[config.mk]
export PLATFORM = sky130hd
export DESIGN_NAME = three_channel_cascaded_timer_unit
export DESIGN_NICKNAME = d
export VERILOG_FILES = /design/src/rtl/cct_pkg.sv /design/src/rtl/three_channel_cascaded_timer_unit.sv
export SDC_FILE = /design/constraint.sdc
export NUM_CORES = 1
export LEC_CHECK = 0
export CAP_MARGIN = 20
export CORE_MARGIN = 2
export CORE_UTILIZATION = 60
export DETAILED_ROUTE_END_ITERATION = 10
export DONT_BUFFER_PORTS = 1
export PLACE_DENSITY = 0.76
export SETUP_SLACK_MARGIN = 0.3
export SYNTH_ARGS = -nofsm -noshare
export SYNTH_HDL_FRONTEND = slang
export SYNTH_SLANG_ARGS = --single-unit
[constraint.sdc]
create_clock -name clock -period 5.5 [get_ports clock]
set_input_delay 0.825 -clock clock [delete_from_list [all_inputs] [get_ports clock]]
set_output_delay 0.825 -clock clock [all_outputs]
set_load 0.02 [all_outputs]
[src/rtl/cct_pkg.sv]
// shared constants for the three-channel cascaded timer unit
// operation codes, register offsets, flag bits and reset values; no dependencies

package cct_pkg;

   // operation codes carried by an input beat
   localparam logic [1:0] OP_TICK  = 2'd0;
   localparam logic [1:0] OP_READ  = 2'd1;
   localparam logic [1:0] OP_WRITE = 2'd2;

   // register offsets
   localparam logic [2:0] ADDR_CTRL   = 3'd0;  // control 1 or 3 on write, zero on read
   localparam logic [2:0] ADDR_STATUS = 3'd1;  // control 2 on write, status on read

   localparam int unsigned NUM_TIMERS = 3;
   localparam int unsigned CNT_W      = 16;

   typedef logic [CNT_W-1:0] count_type;
   typedef logic [7:0]       byte_type;

   // status and control bits
   localparam int unsigned STS_IRQ_BIT  = 7;
   localparam int unsigned CTL_IE_BIT   = 6;
   localparam int unsigned CTL_HOLD_BIT = 0;

   localparam count_type CNT_RESET = 16'hFFFF;

   // flag clearing after an armed status read also drops the irq bit
   localparam byte_type READ_CLR_MASK [NUM_TIMERS] = '{8'h7E, 8'h7D, 8'h7B};
   // a counter load clears the flag and leaves the irq bit alone
   localparam byte_type LOAD_CLR_MASK [NUM_TIMERS] = '{8'hFE, 8'hFD, 8'hFB};

endpackage

[src/rtl/three_channel_cascaded_timer_unit.sv]
// top level of the three-channel cascaded timer unit
// depends on cct_pkg for operation codes, register offsets and masks

// Three-timer peripheral driven by a stream of beats. Each request beat is a tick,
// a byte read or a byte write to one of eight registers, and each produces exactly
// one response beat carrying the read byte (zero for ticks and writes) and the irq
// bit as it stands after that beat. On a tick timers 2 and 3 count down and reload
// from their 16-bit rates; timer 2 reaching zero toggles a square wave whose rising
// edges clock timer 1. Control 1 bit 0 holds all timers. Writes go through an msb
// latch and load rate and counter together; reading a counter's high byte latches
// its low byte. One beat is taken every clock: all state is updated in the cycle
// the request is accepted, and the response sits in a single output register, so
// a new request is accepted whenever that register is empty or being drained.
// The response appears in the cycle after the request is accepted.

module three_channel_cascaded_timer_unit (
   input  logic                clock,
   input  logic                reset,
   input  logic                req_valid,
   output logic                req_ready,
   input  logic [1:0]          req_operation,
   input  logic [2:0]          req_address,
   input  logic [7:0]          req_write_data,
   output logic                rsp_valid,
   input  logic                rsp_ready,
   output cct_pkg::byte_type   rsp_read_data,
   output logic                rsp_irq_pending
);
   import cct_pkg::*;

   // timer state
   count_type cnt_ff    [NUM_TIMERS];
   count_type cnt_in    [NUM_TIMERS];
   count_type reload_ff [NUM_TIMERS];
   count_type reload_in [NUM_TIMERS];
   byte_type  ctrl_ff   [NUM_TIMERS];
   byte_type  ctrl_in   [NUM_TIMERS];
   byte_type  status_ff, status_in;
   byte_type  hi_hold_ff, hi_hold_in;
   byte_type  lo_snap_ff, lo_snap_in;
   logic      wave_ff, wave_in;
   logic      clr_armed_ff, clr_armed_in;

   // response register
   logic      rsp_valid_ff, rsp_valid_in;
   byte_type  rsp_data_ff, rsp_data_in;
   logic      rsp_irq_ff, rsp_irq_in;

   logic      accept;
   logic [1:0] tmr_idx;

   // tick datapath
   count_type tick_cnt  [NUM_TIMERS];
   logic      tick_zero [NUM_TIMERS];
   logic      tick_wave;
   logic      tick_rise;
   byte_type  tick_status;
   logic      tick_raised;
   logic      tick_irq;

   assign req_ready = !rsp_valid_ff || rsp_ready;
   assign accept    = req_valid && req_ready;

   // counter index for offsets 2..7
   assign tmr_idx = req_address[2:1] - 2'd1;

   // reload when at zero, else decrement; zero flag on the result
   always_comb begin
      for (int t = 0; t < NUM_TIMERS; t++) begin
         tick_cnt[t]  = (cnt_ff[t] == '0) ? reload_ff[t] : cnt_ff[t] - count_type'(1);
         tick_zero[t] = (tick_cnt[t] == '0);
      end
   end

   always_comb begin
      tick_wave   = wave_ff ^ tick_zero[1];
      // timer 1 only steps on a rising edge of the wave
      tick_rise   = tick_zero[1] && !wave_ff;
      tick_status = status_ff;
      if (tick_rise && tick_zero[0]) begin
         tick_status[0] = 1'b1;
      end
      if (tick_zero[1]) begin
         tick_status[1] = 1'b1;
      end
      if (tick_zero[2]) begin
         tick_status[2] = 1'b1;
      end
      tick_raised = tick_zero[1] || tick_zero[2];
      tick_irq    = 1'b0;
      for (int t = 0; t < NUM_TIMERS; t++) begin
         tick_irq = tick_irq || (ctrl_ff[t][CTL_IE_BIT] && tick_status[t]);
      end
      if (tick_raised && tick_irq) begin
         tick_status[STS_IRQ_BIT] = 1'b1;
      end
   end

   // next state and response
   always_comb begin
      cnt_in       = cnt_ff;
      reload_in    = reload_ff;
      ctrl_in      = ctrl_ff;
      status_in    = status_ff;
      hi_hold_in   = hi_hold_ff;
      lo_snap_in   = lo_snap_ff;
      wave_in      = wave_ff;
      clr_armed_in = clr_armed_ff;
      rsp_data_in  = '0;

      unique case (req_operation)
         OP_TICK: begin
            if (!ctrl_ff[0][CTL_HOLD_BIT]) begin
               cnt_in[1] = tick_cnt[1];
               cnt_in[2] = tick_cnt[2];
               if (tick_rise) begin
                  cnt_in[0] = tick_cnt[0];
               end
               wave_in   = tick_wave;
               status_in = tick_status;
            end
         end
         OP_READ: begin
            priority if (req_address == ADDR_CTRL) begin
               rsp_data_in = '0;
            end else if (req_address == ADDR_STATUS) begin
               clr_armed_in = status_ff[STS_IRQ_BIT];
               rsp_data_in  = status_ff;
            end else if (req_address[0]) begin
               rsp_data_in = lo_snap_ff;
            end else begin
               if (clr_armed_ff) begin
                  status_in = status_ff & READ_CLR_MASK[tmr_idx];
               end
               lo_snap_in  = cnt_ff[tmr_idx][7:0];
               rsp_data_in = cnt_ff[tmr_idx][15:8];
            end
         end
         OP_WRITE: begin
            priority if (req_address == ADDR_CTRL) begin
               if (ctrl_ff[1][0]) begin
                  ctrl_in[0] = req_write_data;
                  if (req_write_data[CTL_HOLD_BIT]) begin
                     status_in = '0;
                  end
               end else begin
                  ctrl_in[2] = req_write_data;
               end
            end else if (req_address == ADDR_STATUS) begin
               ctrl_in[1] = req_write_data;
            end else if (!req_address[0]) begin
               hi_hold_in = req_write_data;
            end else begin
               status_in          = status_ff & LOAD_CLR_MASK[tmr_idx];
               reload_in[tmr_idx] = {hi_hold_ff, req_write_data};
               cnt_in[tmr_idx]    = {hi_hold_ff, req_write_data};
            end
         end
         default: begin
            // unused operation code changes nothing
         end
      endcase

      rsp_irq_in = status_in[STS_IRQ_BIT];

      // response register loads on accept and empties on drain
      if (accept) begin
         rsp_valid_in = 1'b1;
      end else if (rsp_ready) begin
         rsp_valid_in = 1'b0;
      end else begin
         rsp_valid_in = rsp_valid_ff;
      end
   end

   always_ff @(posedge clock) begin
      if (reset) begin
         for (int t = 0; t < NUM_TIMERS; t++) begin
            cnt_ff[t]    <= CNT_RESET;
            reload_ff[t] <= CNT_RESET;
            ctrl_ff[t]   <= '0;
         end
         status_ff    <= '0;
         hi_hold_ff   <= '0;
         lo_snap_ff   <= '0;
         wave_ff      <= 1'b0;
         clr_armed_ff <= 1'b0;
         rsp_valid_ff <= 1'b0;
      end else begin
         rsp_valid_ff <= rsp_valid_in;
         if (accept) begin
            cnt_ff       <= cnt_in;
            reload_ff    <= reload_in;
            ctrl_ff      <= ctrl_in;
            status_ff    <= status_in;
            hi_hold_ff   <= hi_hold_in;
            lo_snap_ff   <= lo_snap_in;
            wave_ff      <= wave_in;
            clr_armed_ff <= clr_armed_in;
         end
      end
   end

   // response payload, no reset needed
   always_ff @(posedge clock) begin
      if (accept) begin
         rsp_data_ff <= rsp_data_in;
         rsp_irq_ff  <= rsp_irq_in;
      end
   end

   assign rsp_valid       = rsp_valid_ff;
   assign rsp_read_data   = rsp_data_ff;
   assign rsp_irq_pending = rsp_irq_ff;

endmodule
==> Flow_metrics.wiki <==
{| class="wikitable"
! Metric !! Value
|-
| Result of the run || finished, final reports clean
|-
| Synth Net Count || 1056
|-
| Clock skew after layout || 8.57 ps
|-
| Clock tree from TritonCTS || built
|-
| Number of hold-repair buffers added at the cts stage || 0
|-
| Number of clock sinks || 137
|-
| Boundary Pins || 28
|-
| Source-to-sink clock delay at the later pin of the worst-skew pair || 430 ps
|-
| Count of instances resized after the clock tree is built || 0
|-
| Number of buffers created by CTS || 17
|-
| Clock-pin slew on the worst setup and hold paths || about 60 ps
|-
| Prevailing post-synth register cell || sky130_fd_sc_hd__dfxtp_1
|-
| Maximum number of buffers from clock root to sink || 2
|-
| Worst reg-to-reg path cell count || 14
|-
| Number of instances in the synthesized netlist || just over 1000
|-
| Summed negative setup slack over all endpoints || 0 ps
|-
| Number of global-route vias before repair || 7119
|-
| Commonest non-fill, non-tap cells in the layout || 132 x sky130_fd_sc_hd__nand2_1, 128 x sky130_fd_sc_hd__dfxtp_1, 103 x sky130_fd_sc_hd__nor2_1
|-
| Rows || 42
|-
| Port-buffer cells || 0
|-
| Yosys warning count || 0
|-
| First-pass GRT wire length || 39.2 mm
|-
| Measured slew at the worst slew-check pin || slightly below 1000 ps
|-
| Root Buffer Master || sky130_fd_sc_hd__clkbuf_16
|-
| Commonest non-fill, non-tap cell in the layout || sky130_fd_sc_hd__nand2_1
|-
| Worst Path Class, Setup || register to register
|-
| CORE AREA || approximately 13000 um^2
|-
| Maximum number of pins on one net before global-route repair || ~130
|-
| Rel. slew slack || 35.1%
|-
| Arrival @ worst endpoint || about 4800 ps
|-
| Starting Density || about three fifths
|-
| Final weighted congestion in routability-driven placement || 0.977
|-
| Leftover overflow at the end of global routing || 0
|-
| Terminating pin of the worst hold path || status_ff[3]
|-
| Number of enable-type register cells in the synthesized netlist || 9
|-
| Final min period || around 4400 ps
|-
| Number of nets in the layout || 996
|-
| Fill count || 1184
|-
| Number of standard cells in the final layout excluding fillers || roughly 1200
|-
| Count of vias placed by the detailed router || 7718
|-
| Overall die width || ~120 um
|-
| Final count of pins violating max slew || 0
|-
| Max rail drop VDD || between 0.2 and 0.25 mV
|-
| Final hold violations || 0
|-
| Capturing element type of the critical path || register
|-
| Max H-tree Level || 4
|-
| Gr usage total || between 30% and 40%
|-
| Worst setup SP type || register
|-
| Combined area of all synthesized cells || 8100 um^2
|-
| Maximum frequency from static timing analysis || 225 MHz
|-
| Buffers inserted by post-CTS timing repair || 0
|-
| Overall die height || around 120 um
|-
| Layout Area Growth over Synthesis || 6.86%
|-
| Detailed Place HPWL || 16.9 mm
|-
| Register-to-register path setup slack || 1060 ps
|-
| Antenna-violating nets left || 0
|-
| Ys async rst share || 0%
|-
| Setup-violating endpoint count in the final report || 0
|-
| Launching point of the worst reg2reg path || cnt_ff[16]
|-
| Type of the most critical hold path || register to register
|-
| Post-route core utilization || 65.4%
|-
| Wire per inst || 21.5 um
|-
| Cell Pwr Density || ~290 nW/um^2
|-
| Count of state elements after synthesis || 137
|-
| Ant. Diodes || 0
|-
| Maximum fanout along the worst path || 11
|-
| RSZ-0062 raised after global routing || false
|-
| Cells after DPL || around 1100
|-
| Residual DRC count || 0
|-
| Static leakage || 3.35 nW
|-
| Fraction of final layout cells with drive strength greater than 1 || 7.35%
|-
| Number of design-rule violations left by the first detailed-router iteration || 1051
|-
| Antenna violations before repair || 0
|-
| Hold Crit Depth || 1
|-
| Worst hold slack after final layout || around 460 ps
|-
| Detail-routed via count per cell || about 6.7
|-
| Area enclosed by the die boundary || 14500 um^2
|-
| Number of library cell types mapped by synthesis || 74
|-
| Required time at the endpoint of the critical path || 5810 ps
|-
| Post-synthesis sequential area ratio || 35.0%
|-
| Power after layout || 0.00251 W
|-
| Mean Syn Cell Area || 7.89 um^2
|-
| End of the worst register-to-register path || rsp_irq_pending
|-
| Final Cycle Share || 80.8%
|-
| HP Start || status_ff[3]
|-
| Detailed Routing Iterations Pass 1 || 5
|-
| Wire length after detailed routing || 24.8 mm
|-
| Max-capacitance violation count || 0
|}
## synthesized netlist by cell type (all sizes together) (7+ instances only)
cell	instances	area [um^2]
nand3	32	165
a211oi	17	128
edfxtp	9	270
nand3b	50	375
nand2	133	502
a221o	16	163
nor2	104	393
nor3b	8	65.1
o21ai	59	295
nand4	12	81.3
nor4	20	191
buf	12	56.3
o31ai	8	60.1
xor2	7	61.3
nand4b	7	61.3
dfxtp	128	2560
mux2i	36	360
a22oi	12	90.1
and3	11	70.1
nor2b	12	75.1
inv	21	78.8
or3	12	75.1
mux2	9	101
a31oi	30	188
or4	9	71.3
nor3	21	105
ha	12	150
a211o	16	140
clkbuf	77	292
a21oi	57	285
xnor2	11	96.3
and2	11	70.1
## where the power goes
| part | total [W] | leakage [nW] | switching (W) | internal (W) |
|---|---|---|---|---|
| Combinational | 0.000238 | 1.93 | 0.000140 | 0.0000983 |
| Clock | 0.00116 | 0.287 | 0.000484 | 0.000677 |
| Sequential | 0.00111 | 1.13 | 0.0000686 | 0.00104 |
| Total | 0.00251 | 3.35 | 0.000692 | 0.00181 |
## worst max-delay path by stage
stage / slack [ps] / cells after the start / to / start
final: 1060 / 14 / rsp_irq_pending / cnt_ff[16]
after global routing: 840 / 14 / rsp_irq_pending / cnt_ff[16]
after CTS: 1160 / 14 / rsp_irq_pending / cnt_ff[16]
after detailed placement: 1180 / 14 / rsp_irq_pending / cnt_ff[16]
after global placement: 1360 / 14 / rsp_irq_pending / cnt_ff[16]
after floorplan: 1660 / 16 / rsp_irq_pending / cnt_ff[16]
## metal layers
metal  wire length, um  track usage, %  share of wire [%]  vias to the layer above
met5                 0               0                  0                        -
met4               779            12.6                3.1                        0
met3              2300            7.36                9.3                       51
met2             11000            53.7                 44                      391
met1             10700            49.1                 43                     3643
li1                  -               -                  -                     3633
## metrics by stage
step                      worst slack (ps)  instance area (um^2)
after global routing                   835                  8660
after global placement                1360                  8050
after detailed placement              1180                  8060
final                                 1060                  8660
after floorplan                       1660                  8100
after CTS                             1160                  8650
## critical path: stages (launching register included)
cell and delay (ps):
sky130_fd_sc_hd__dfxtp_1 410, sky130_fd_sc_hd__inv_1 100, sky130_fd_sc_hd__ha_1 320, sky130_fd_sc_hd__or3b_1 510
sky130_fd_sc_hd__o41a_1 470, sky130_fd_sc_hd__a221oi_2 200, sky130_fd_sc_hd__o2111ai_1 180, sky130_fd_sc_hd__nor4_2 430
sky130_fd_sc_hd__and2_2 250, sky130_fd_sc_hd__ha_1 190, sky130_fd_sc_hd__nand4_1 80, sky130_fd_sc_hd__a2111oi_0 540
sky130_fd_sc_hd__a21oi_1 180, sky130_fd_sc_hd__o311ai_2 310, sky130_fd_sc_hd__a22o_1 170
## state kept, by name, summed over array words and instances, names as in the netlist
| signal | cells |
|---|---|
| clr_armed_ff | 1 |
| hi_hold_ff | 8 |
| ctrl_ff | 5 |
| reload_ff | 48 |
| cnt_ff | 48 |
| rsp_valid | 1 |
| wave_ff | 1 |
| lo_snap_ff | 8 |
| status_ff | 8 |
| rsp_read_data | 8 |
| rsp_irq_pending | 1 |
## kinds of logic after synthesis
kind of cell,Yosys count,synth area share [%]
and+or+nand+nor,453,29.6
AOI/OAI and AO/OA,252,20.7
DFF,137,35.0
buffers and inverters,110,5.26
muxes,45,5.70
xor gates and xnor gates,18,1.95
adders and majority gates,12,1.85
## cell type report
cell class	count	area (um^2)	area share [%]
clock buffers	17	425	4.91
flip-flops and latches	137	2830	32.7
well taps	176	220	2.54
inverters	21	78.8	0.910
multi-input cells	780	4860	56.1
repair buffers	10	76.3	0.881
clock inverters	15	166	1.92
(Power assumes the default switching activity.)
